File: src/rtl/mscdt_pkg.sv
// Package for the multi-slot countdown timer table.
// Holds the command and status codes, the timer memory entry type and the result cap.
// Depends on nothing.
package mscdt_pkg;

  localparam int MAX_RESULTS = 16;

  typedef enum logic [1:0] {
    KIND_TICK   = 2'd0,
    KIND_ADD    = 2'd1,
    KIND_CANCEL = 2'd2,
    KIND_CLEAR  = 2'd3
  } kind_t;

  localparam logic [1:0] ST_OK       = 2'd0;
  localparam logic [1:0] ST_NO_SPACE = 2'd1;
  localparam logic [1:0] ST_BAD_SLOT = 2'd2;

  typedef struct packed {
    logic [15:0] remaining;
    logic [15:0] tag;
  } entry_t;

endpackage

File: src/rtl/multi_slot_countdown_timer.sv
// Top level of the multi-slot countdown timer table.
// Uses mscdt_pkg for codes and the entry type; counts and tags live in one memory.
//
// A table of SLOTS one-shot timers. Counts and tags sit in a single-port-write,
// single-port-read memory with a registered read; occupancy is kept in
// flip-flops and cleared by reset. A tick walks the memory one slot per cycle,
// reading, decrementing and writing back, but holds on a firing slot while the
// result register is full and stalled. An add scans occupancy one slot per cycle.
// Cancel and clear go straight to their response. A full, stalled result register
// holds any response back. A new beat is taken only when the previous command is
// finished.
module multi_slot_countdown_timer
  import mscdt_pkg::*;
#(
  parameter int SLOTS = 16
) (
  input  logic        clk,
  input  logic        rst_n,
  input  logic        in_valid,
  output logic        in_stall,
  input  logic [1:0]  in_kind,
  input  logic [15:0] in_seconds,
  input  logic [15:0] in_tag,
  input  logic [7:0]  in_slot_number,
  output logic        out_valid,
  input  logic        out_stall,
  output logic [1:0]  out_status,
  output logic        out_fired,
  output logic [3:0]  out_slot,
  output logic [15:0] out_fired_tag,
  output logic        out_last
);

  localparam int IDX_W = (SLOTS > 1) ? $clog2(SLOTS) : 1;
  localparam logic [IDX_W-1:0] LAST_IDX = IDX_W'(SLOTS - 1);
  localparam int CNT_W = $clog2(MAX_RESULTS + 1);

  typedef enum logic [2:0] {
    S_IDLE,
    S_ADD,
    S_TICK,
    S_FLUSH,
    S_EMIT
  } state_t;

  state_t             state_r, state_nxt;
  logic [SLOTS-1:0]   occ_r, occ_nxt;
  logic [IDX_W-1:0]   idx_r, idx_nxt;
  logic [CNT_W-1:0]   cnt_r, cnt_nxt;
  logic [15:0]        secs_r, secs_nxt;
  logic [15:0]        tag_r, tag_nxt;
  logic [1:0]         res_status_r, res_status_nxt;
  logic               pend_valid_r, pend_valid_nxt;
  logic [3:0]         pend_slot_r, pend_slot_nxt;
  logic [15:0]        pend_tag_r, pend_tag_nxt;

  logic               out_valid_r, out_valid_nxt;
  logic [1:0]         out_status_r, out_status_nxt;
  logic               out_fired_r, out_fired_nxt;
  logic [3:0]         out_slot_r, out_slot_nxt;
  logic [15:0]        out_tag_r, out_tag_nxt;
  logic               out_last_r, out_last_nxt;

  entry_t             mem [SLOTS];
  entry_t             rdata_r;
  logic               mem_re;
  logic [IDX_W-1:0]   mem_raddr;
  logic               mem_we;
  logic [IDX_W-1:0]   mem_waddr;
  entry_t             mem_wdata;

  logic               out_free;
  logic               cur_occ;
  logic               dec;
  logic               fire;
  logic               blocked;

  assign out_free = !out_valid_r || !out_stall;
  assign cur_occ  = occ_r[idx_r];
  assign dec      = cur_occ && (rdata_r.remaining != 16'd0);
  assign fire     = dec && (rdata_r.remaining == 16'd1) && (cnt_r < CNT_W'(MAX_RESULTS));
  assign blocked  = fire && pend_valid_r && !out_free;

  always_comb begin
    state_nxt      = state_r;
    occ_nxt        = occ_r;
    idx_nxt        = idx_r;
    cnt_nxt        = cnt_r;
    secs_nxt       = secs_r;
    tag_nxt        = tag_r;
    res_status_nxt = res_status_r;
    pend_valid_nxt = pend_valid_r;
    pend_slot_nxt  = pend_slot_r;
    pend_tag_nxt   = pend_tag_r;
    out_valid_nxt  = out_valid_r && out_stall;
    out_status_nxt = out_status_r;
    out_fired_nxt  = out_fired_r;
    out_slot_nxt   = out_slot_r;
    out_tag_nxt    = out_tag_r;
    out_last_nxt   = out_last_r;
    mem_re         = 1'b0;
    mem_raddr      = '0;
    mem_we         = 1'b0;
    mem_waddr      = idx_r;
    mem_wdata      = rdata_r;

    case (state_r)
      S_IDLE: begin
        if (in_valid) begin
          secs_nxt = in_seconds;
          tag_nxt  = in_tag;
          idx_nxt  = '0;
          case (kind_t'(in_kind))
            KIND_TICK: begin
              mem_re         = 1'b1;
              cnt_nxt        = '0;
              pend_valid_nxt = 1'b0;
              state_nxt      = S_TICK;
            end
            KIND_ADD: begin
              state_nxt = S_ADD;
            end
            KIND_CANCEL: begin
              if ({1'b0, in_slot_number} < 9'(SLOTS)) begin
                occ_nxt[in_slot_number[IDX_W-1:0]] = 1'b0;
                res_status_nxt = ST_OK;
              end else begin
                res_status_nxt = ST_BAD_SLOT;
              end
              state_nxt = S_EMIT;
            end
            default: begin
              occ_nxt        = '0;
              res_status_nxt = ST_OK;
              state_nxt      = S_EMIT;
            end
          endcase
        end
      end

      S_ADD: begin
        if (!cur_occ) begin
          if (out_free) begin
            mem_we           = 1'b1;
            mem_wdata        = '{remaining: secs_r, tag: tag_r};
            occ_nxt[idx_r]   = 1'b1;
            out_valid_nxt    = 1'b1;
            out_status_nxt   = ST_OK;
            out_fired_nxt    = 1'b0;
            out_slot_nxt     = 4'(idx_r);
            out_tag_nxt      = 16'd0;
            out_last_nxt     = 1'b1;
            state_nxt        = S_IDLE;
          end
        end else if (idx_r == LAST_IDX) begin
          res_status_nxt = ST_NO_SPACE;
          state_nxt      = S_EMIT;
        end else begin
          idx_nxt = idx_r + 1'b1;
        end
      end

      S_TICK: begin
        if (!blocked) begin
          if (dec) begin
            mem_we    = 1'b1;
            mem_wdata = '{remaining: rdata_r.remaining - 16'd1, tag: rdata_r.tag};
          end
          if (fire) begin
            if (pend_valid_r) begin
              out_valid_nxt  = 1'b1;
              out_status_nxt = ST_OK;
              out_fired_nxt  = 1'b1;
              out_slot_nxt   = pend_slot_r;
              out_tag_nxt    = pend_tag_r;
              out_last_nxt   = 1'b0;
            end
            pend_valid_nxt = 1'b1;
            pend_slot_nxt  = 4'(idx_r);
            pend_tag_nxt   = rdata_r.tag;
            cnt_nxt        = cnt_r + 1'b1;
          end
          if (idx_r == LAST_IDX) begin
            state_nxt = S_FLUSH;
          end else begin
            idx_nxt   = idx_r + 1'b1;
            mem_re    = 1'b1;
            mem_raddr = idx_r + 1'b1;
          end
        end
      end

      S_FLUSH: begin
        if (!pend_valid_r) begin
          state_nxt = S_IDLE;
        end else if (out_free) begin
          out_valid_nxt  = 1'b1;
          out_status_nxt = ST_OK;
          out_fired_nxt  = 1'b1;
          out_slot_nxt   = pend_slot_r;
          out_tag_nxt    = pend_tag_r;
          out_last_nxt   = 1'b1;
          pend_valid_nxt = 1'b0;
          state_nxt      = S_IDLE;
        end
      end

      S_EMIT: begin
        if (out_free) begin
          out_valid_nxt  = 1'b1;
          out_status_nxt = res_status_r;
          out_fired_nxt  = 1'b0;
          out_slot_nxt   = 4'd0;
          out_tag_nxt    = 16'd0;
          out_last_nxt   = 1'b1;
          state_nxt      = S_IDLE;
        end
      end

      default: begin
        state_nxt = S_IDLE;
      end
    endcase
  end

  always_ff @(posedge clk) begin
    if (!rst_n) begin
      state_r      <= S_IDLE;
      occ_r        <= '0;
      pend_valid_r <= 1'b0;
      out_valid_r  <= 1'b0;
      cnt_r        <= '0;
      idx_r        <= '0;
    end else begin
      state_r      <= state_nxt;
      occ_r        <= occ_nxt;
      pend_valid_r <= pend_valid_nxt;
      out_valid_r  <= out_valid_nxt;
      cnt_r        <= cnt_nxt;
      idx_r        <= idx_nxt;
    end
    secs_r       <= secs_nxt;
    tag_r        <= tag_nxt;
    res_status_r <= res_status_nxt;
    pend_slot_r  <= pend_slot_nxt;
    pend_tag_r   <= pend_tag_nxt;
    out_status_r <= out_status_nxt;
    out_fired_r  <= out_fired_nxt;
    out_slot_r   <= out_slot_nxt;
    out_tag_r    <= out_tag_nxt;
    out_last_r   <= out_last_nxt;
  end

  always_ff @(posedge clk) begin
    if (mem_we) begin
      mem[mem_waddr] <= mem_wdata;
    end
    if (mem_re) begin
      rdata_r <= mem[mem_raddr];
    end
  end

  assign in_stall      = (state_r != S_IDLE);
  assign out_valid     = out_valid_r;
  assign out_status    = out_status_r;
  assign out_fired     = out_fired_r;
  assign out_slot      = out_slot_r;
  assign out_fired_tag = out_tag_r;
  assign out_last      = out_last_r;

endmodule

File: config.mk
export PLATFORM = sky130hd
export DESIGN_NAME = multi_slot_countdown_timer
export DESIGN_NICKNAME = d
export VERILOG_FILES = /design/src/rtl/mscdt_pkg.sv /design/src/rtl/multi_slot_countdown_timer.sv
export SDC_FILE = /design/constraint.sdc
export NUM_CORES = 1
export LEC_CHECK = 0
export BUFFER_PORTS_ARGS = -buffer_cell sky130_fd_sc_hd__buf_2
export CORE_MARGIN = 2
export CORE_UTILIZATION = 55
export CTS_CLUSTER_SIZE = 40
export DETAILED_ROUTE_END_ITERATION = 10
export HOLD_SLACK_MARGIN = 0.08
export PLACE_DENSITY_LB_ADDON = 0.15
export REMOVE_ABC_BUFFERS = 1
export SYNTH_ARGS = -nofsm -noshare
export SYNTH_HDL_FRONTEND = slang
export SYNTH_SLANG_ARGS = --single-unit
File: constraint.sdc
create_clock -name clk -period 4.9 [get_ports clk]
set_input_delay 0.98 -clock clk [delete_from_list [all_inputs] [get_ports clk]]
set_output_delay 0.98 -clock clk [all_outputs]
set_load 0.02 [all_outputs]
==> Word level (Yosys, flattened, before mapping) <==
Memories as Yosys holds them, arrays and structs flattened. A register that Yosys moved wholly into a read port is not among the register bits.
Cells that the tools add are included.
{ "op_classes": {"bitwise_logic": 4, "order_cmp": 6, "n_mux": 111, "shifts": 0, "n_reduce_logical": 34, "n_eq_ne": 24, "multipliers": 0, "div": 0, "n_addsub": 3} }
{ "op_table": {"columns": ["operator", "count"], "rows": [
  ["16-bit 2-to-1 mux", 11],
  ["32-bit 2-to-1 mux", 4],
  ["16-bit one-hot mux with 2 select lines", 2],
  ["16-bit one-hot mux with 4 select lines", 1],
  ["32-bit one-hot mux with 2 select lines", 1],
  ["4-bit 2-to-1 mux", 15],
  ["1-bit 2-to-1 mux", 38],
  ["2-bit inequality test (second input constant)", 13],
  ["2-bit 2-to-1 mux", 11],
  ["3-bit 2-to-1 mux", 7],
  ["5-bit 2-to-1 mux", 4],
  ["16-bit bitwise AND", 1],
  ["16-bit by 1-bit == test with 1-bit output (second input constant)", 1],
  ["16-bit NOT", 1],
  ["16-bit bitwise OR", 1],
  ["4-bit one-hot mux with 4 select lines", 1],
  ["16-bit nonzero test", 1],
  ["16-bit by 1-bit subtractor with 16-bit output (second input constant)", 1],
  ["3-bit one-hot mux with 5 select lines", 1],
  ["5-bit AND reduction", 3],
  ["7-bit AND reduction", 2],
  ["1-bit one-hot mux with 4 select lines", 3],
  ["4-bit one-hot mux with 3 select lines", 1],
  ["6-bit AND reduction", 2],
  ["other kinds (36)", 56]
]} }
{ "totals": {"inputBits": 46, "mem_bits_ro": 0, "output_inout_bits": 26, "reg_bits": 108, "memories": 1, "latchBits": 0, "ram_bits": 512} }
{ "memory_table": {"columns": ["memory", "words", "width", "read_ports", "rd_clocked_by_memory_dff", "write_ports", "line", "source"], "rows": [
  ["mem", 16, 32, 1, 1, 1, "multi_slot_countdown_timer.sv:64", "entry_t mem [SLOTS];"]
]} }

==> Longest topological paths before layout <==
{ "logic_depth": {"word_depth": 11, "ltp_mapped": 12, "mapped_depth_nobuf": 9} }

==> Worst setup path before layout <==
OpenSTA, ideal clock, no wires.
{ "synth_timing": {"path_type": "input port to flip-flop", "start": "in out_stall", "end": "mem mem[0][0] (netlist name), enable pin", "required_time_ns": 4.439, "setup_time_ns": 0.461, "setup_slack_ns": 0.269, "path_stages": 6, "arrival_time_ns": 4.170, "path_cell_list": "nand3_1 > nor2_1 > o21a_1 > o31ai_1 > nand2_1 > nor3_1"} }
{ "synth_between": {"elab_chain_cells": 8, "word_cells_on_any_way": 10, "cone_classes": "mux: 6; reduce/logical: 4"} }
{ "synth_lines": {"columns": ["element", "line", "source"], "rows": [
  ["start: declaration", "multi_slot_countdown_timer.sv:26", "input logic out_stall,"],
  ["1-bit zero test *", "multi_slot_countdown_timer.sv:78", "assign out_free = !out_valid_r || !out_stall;"],
  ["1-bit logical OR *", "multi_slot_countdown_timer.sv:78", null],
  ["1-bit zero test", "multi_slot_countdown_timer.sv:82", "assign blocked = fire && pend_valid_r && !out_free;"],
  ["1-bit logical AND", "multi_slot_countdown_timer.sv:82", null],
  ["1-bit 2-to-1 mux", "multi_slot_countdown_timer.sv:164", "if (!blocked) begin"],
  ["1-bit one-hot mux with 2 select lines *", "multi_slot_countdown_timer.sv:107", "case (state_r)"],
  ["1-bit 2-to-1 mux *", "multi_slot_countdown_timer.sv:255", "if (mem_we) begin"],
  ["1-bit 2-to-1 mux (implied by the code) *", "multi_slot_countdown_timer.sv:256", "mem[mem_waddr] <= mem_wdata;"],
  ["end: declaration", "multi_slot_countdown_timer.sv:64", null]
]} }
Mark *: on every way between the ends. The rest lies on a longest branch, timed or not.

==> Worst setup path after layout <==
{ "layout_timing": {"start": "reg state_r[1]", "end": "reg rdata_r[15] (netlist name)"} }
{ "layout_between": {"elab_chain_cells": 2, "word_cells_on_any_way": 4, "cone_classes": "eq/ne: 1; mux: 2; reduce/logical: 1"} }
{ "layout_lines": {"columns": ["element", "line", "source"], "rows": [
  ["start: declaration", "multi_slot_countdown_timer.sv:46", "state_t state_r, state_nxt;"],
  ["start signal: assignment", "multi_slot_countdown_timer.sv:235", "state_r <= state_nxt;"],
  ["3-bit by 2-bit == test with 1-bit output / 3-bit zero test (equally long branches)", "multi_slot_countdown_timer.sv:107", null],
  ["1-bit one-hot mux with 2 select lines / 4-bit 2-to-1 mux (equally long branches)", "multi_slot_countdown_timer.sv:107", null]
]} }
Parallel ways exist; a longest one is shown, timed or not.
A chain may end at the register's enable or synchronous reset.

==> results.md <==
- Max-cap violations in this run came to 0.
- The pre-antenna-repair detailed-routing pass consisted of 7 iterations.
- In the post-synthesis netlist, the biggest area contributors are sky130_fd_sc_hd__edfxtp_1 (70%), sky130_fd_sc_hd__o22ai_1 (3.8%), sky130_fd_sc_hd__mux2_2 (2.7%), sky130_fd_sc_hd__o21ai_0 (2.4%), sky130_fd_sc_hd__dfxtp_1 (2.2%).
- The number of resized instances in the post-cts repair step is 0.
- The maximum number of pins on one net before global-route repair is 83.
- Setup repair after global routing left no endpoint under its margin.
- The clock tree from TritonCTS is yes.
- The initial antenna violation count is 1.
- The yosys synthesis warning count is 0.
- The multiplexer share of the synthesized area is about 4.2%.
- The adder-cell share of the synthesized area is 0.327%.
- The y dimension of the die is between 200 and 250 µm.
- The number of buffers added on ports is 71.
- The die covers approximately 0.050 mm².
- Summed over all cells, the static leakage comes to ~10 nW.
- The shortest clock period the worst path allows after layout is ~3900 ps.
- The relative slew slack is 8.16%.
- The worst endpoint required time is 5260 ps.
- The final layout contains routed wiring with a total length of around 69000 µm.
- The final number of setup-violating endpoints is 0.
- The distinct cell type count after synthesis is 77.
- For hold timing, the worst endpoint is cnt_r[1].
- The cell count after synthesis is approximately 1800.
- The count of buffers added by post-CTS timing repair for setup is 0.
- After detailed placement, the design holds a cell count of ~2400.
- The completed layout was analyzed and its total power is ~0.012 W.
- The count of final hold-check violations is 0.
- Summed over all nets, the half-perimeter wirelength after detailed placement is roughly 38000 µm.
- Clock tree synthesis found a total of around 650 sinks.
- Sequential elements use between 70% and 80% of the synthesized area.
- The number of antenna diodes in the final layout is 0.
- No sink is reached through more buffers than the 3 on the longest clock path.
- The first global-routing pass estimated between 100000 and 150000 µm of wire.
- The sort of element at the end of the critical path is a flip-flop.
- Data on the critical path arrives at its endpoint at approximately 4300 ps.
- The number of nets with antenna violations after routing is 0.
- The final routed DRC violation total is 0.
- The synthesized netlist devotes between 10% and 20% of its cell area to compound gates.
- The final weighted congestion of routability-driven global placement is 0.884.
- The number of rows created at floorplan is 80.
- For this block, the initial DRC count from the detailed router was around 2300.
- Of the available clock period, the critical path in the final layout requires between 80% and 90%.
- The most common cell in the synthesized netlist is sky130_fd_sc_hd__edfxtp_1.
- The tree is rooted in a sky130_fd_sc_hd__clkbuf_16.
- Buffers inserted to repair hold after CTS numbered 0.
- The clock transition at the register clock pins on the worst setup and hold paths after CTS is 60 ps.
- The startpoint identified for the worst hold timing path is cnt_r[1].
- The register-to-register setup slack is ~950 ps.
- Across every metal layer, demand over resource in global routing totals 27.7%.
- Counting instances, the worst hold path has a depth of 2.
- By count the netlist is led by sky130_fd_sc_hd__edfxtp_1 (622), sky130_fd_sc_hd__o22ai_1 (164), sky130_fd_sc_hd__o21ai_0 (131).
- The clock arrives with 29.6 ps of skew.
- The category of the most critical setup path is flip-flop to flip-flop.
- The via count of the first global-routing pass is 16400.
- In this run the mean area of a mapped cell was about 15 µm².
- The slew of the pin with the lowest slew margin is approximately 1400 ps.
- The share of the synthesized area in the top cell type is 69.7%.
- In this run, CTS created clock tree buffers numbering 67.
- The clock latency at the later pin of the worst-skew pair is around 620 ps.
- Once the floorplan was initialized, standard cells occupied 55.9% of the core.
- The path class of the tightest hold or removal check is flip-flop to flip-flop.
- During I/O placement, the number of pins put on the boundary was between 70 and 80.
- In this run the standard cell core region covers roughly 0.048 mm².
- The routed layout has between 15000 and 20000 vias.
- The startpoint identified for the worst register-to-register timing path is state_r[1].
- The clock tree synthesis step divided the H-tree into 3 levels.
- The worst reg2reg path depth is 8.
- Yosys mapped a number of flops with a built-in enable equal to 622.
- After synthesis, the largest family of logic cells by area is compound AO/OA/AOI/OAI gates.
- The count of pins over their slew limit came to 0.
- Dividing the detail-routed via count by the number of cells gives roughly 6.7.
- For this run the aggregate overflow at the end of global routing stands at 0.
- The terminus of the critical flop-to-flop path is rdata_r[15].
- The maximum VDD drop is about 260 µV.
- The synthesized netlist devotes less than 1% of its cell area to XOR and XNOR gates.
- After detailed placement, the total cell area comes to 0.0280 mm².
- The number of storage elements in the synthesis netlist is about 650.
- For this run, the top clock speed supported by timing is around 250 MHz.
- The width of the die is around 220 µm.
- The average wire length per cell after detail routing is roughly 27 µm.
- The run finished with clean final reports.
- The share of synthesized registers carrying an async set or reset is 0%.
- Summed over all instances, the cell type with the most area after synthesis is sky130_fd_sc_hd__edfxtp_1.
- In the synthesized netlist the dominant register cell turns out to be sky130_fd_sc_hd__edfxtp_1.
- The finished layout holds around 2600 standard cells, fillers aside.
- In this run the power density over the cells is a little under 400 mW/mm².
- Of the cells placed in the final design, the portion with a size suffix greater than 1 is about 18%.
- The post-layout net count is slightly below 2000.
- In this run the worst path has a maximum fanout of 32.
- After routing the design area is ~0.030 mm².
- STA classifies the critical path startpoint as a flip-flop.
- The post-synth design cell area is between 0.02 and 0.03 mm².
- The synthesized netlist devotes approximately 8.3% of its cell area to simple gates.
- From synthesis to final layout, the design area changed by 12.4%.
[logic make-up after synthesis]
| group | Yosys count |
|---|---|
| flops | 652 |
| fa+ha+maj | 7 |
| xor+xnor | 1 |
| mux | 104 |
| buf+inv | 153 |
| compound gates | 498 |
| simple gates | 426 |
[critical path, cell delays in order, from the launching register on]
cell                       delay [ps]
sky130_fd_sc_hd__dfxtp_1          960
sky130_fd_sc_hd__nor3b_2          300
sky130_fd_sc_hd__buf_4            240
sky130_fd_sc_hd__and2_0           290
sky130_fd_sc_hd__and2_2           550
sky130_fd_sc_hd__nand2_2          480
sky130_fd_sc_hd__buf_4            390
sky130_fd_sc_hd__a211oi_1         310
sky130_fd_sc_hd__o22ai_1          130
[through the flow]
stage	hold WS (ps)	util, %	setup WS [ps]	setup TNS, ps
4_1_cts	476	62.8	983	0
3_3_place_gp	453	58.3	1120	0
5_1_grt	482	62.8	670	0
3_5_place_dp	462	58.3	988	0
6_report	469	62.8	954	0
2_1_floorplan	426	-	-5130	-234600
[layout by cell type (no fill, tap or decap), types with 30 or more instances in the layout]
cell type                   synthesis  layout
sky130_fd_sc_hd__a2bb2oi_1         32      32
sky130_fd_sc_hd__and3_1            41      41
sky130_fd_sc_hd__buf_2             29      71
sky130_fd_sc_hd__buf_4             12      52
sky130_fd_sc_hd__clkbuf_16          0      67
sky130_fd_sc_hd__dfxtp_1           30      30
sky130_fd_sc_hd__edfxtp_1         622     622
sky130_fd_sc_hd__mux2_2            64      64
sky130_fd_sc_hd__mux2i_1           40      40
sky130_fd_sc_hd__nand2_1           98      93
sky130_fd_sc_hd__nand3_1           58      57
sky130_fd_sc_hd__nor2_1            47      34
sky130_fd_sc_hd__nor3_1            94      90
sky130_fd_sc_hd__o21ai_0          131     131
sky130_fd_sc_hd__o221ai_1          34      34
sky130_fd_sc_hd__o22ai_1          164     164
[worst max-delay path by stage]
| stage | to | start | slack [ps] |
|---|---|---|---|
| after global placement | rdata_r[15] | state_r[1] | 1120 |
| after detailed placement | mem[6][9] | idx_r[2] | 990 |
| final | rdata_r[15] | state_r[1] | 950 |
| after CTS | mem[6][7] | idx_r[2] | 980 |
| after global routing | mem[6][30] | idx_r[2] | 670 |
| after floorplan | rdata_r[0] | idx_r[0] | -5130 |
[routing by layer]
metal  track usage, %  vias up  share of wire [%]
li1                 -     7465                  -
met1             40.1     8658                 42
met2             42.5      961                 46
met3             6.17      112                 10
met4             8.20        0                2.3
met5                0        -                  0
[power by group]
part	internal, W	total [W]	leakage, nW	switching, W
combinational	0.000160	0.000570	3.08	0.000410
sequential	0.00625	0.00629	5.88	0.0000439
clock	0.00280	0.00493	1.03	0.00213
total	0.00921	0.0118	9.99	0.00258
[cell type report]
type	instances	area, µm²
clock buffer	87	1770
clock inverter	34	353
fill	3501	17800
inverter	12	47.5
multi-input combinational	1036	6950
sequential	652	19300
tap	615	769
timing repair buffer	132	926
[sequential cells by signal (all words and copies together), names as in the netlist]
register and flops:
mem 512, out_slot 4, out_fired 1, out_valid 1, pend_valid_r 1, secs_r 16, cnt_r 5, out_last 1
out_fired_tag 16, pend_tag_r 16, idx_r 4, state_r 3, pend_slot_r 4, rdata_r 32, res_status_r 2, occ_r 16
out_status 2, tag_r 16
(Power assumes the default switching activity.)
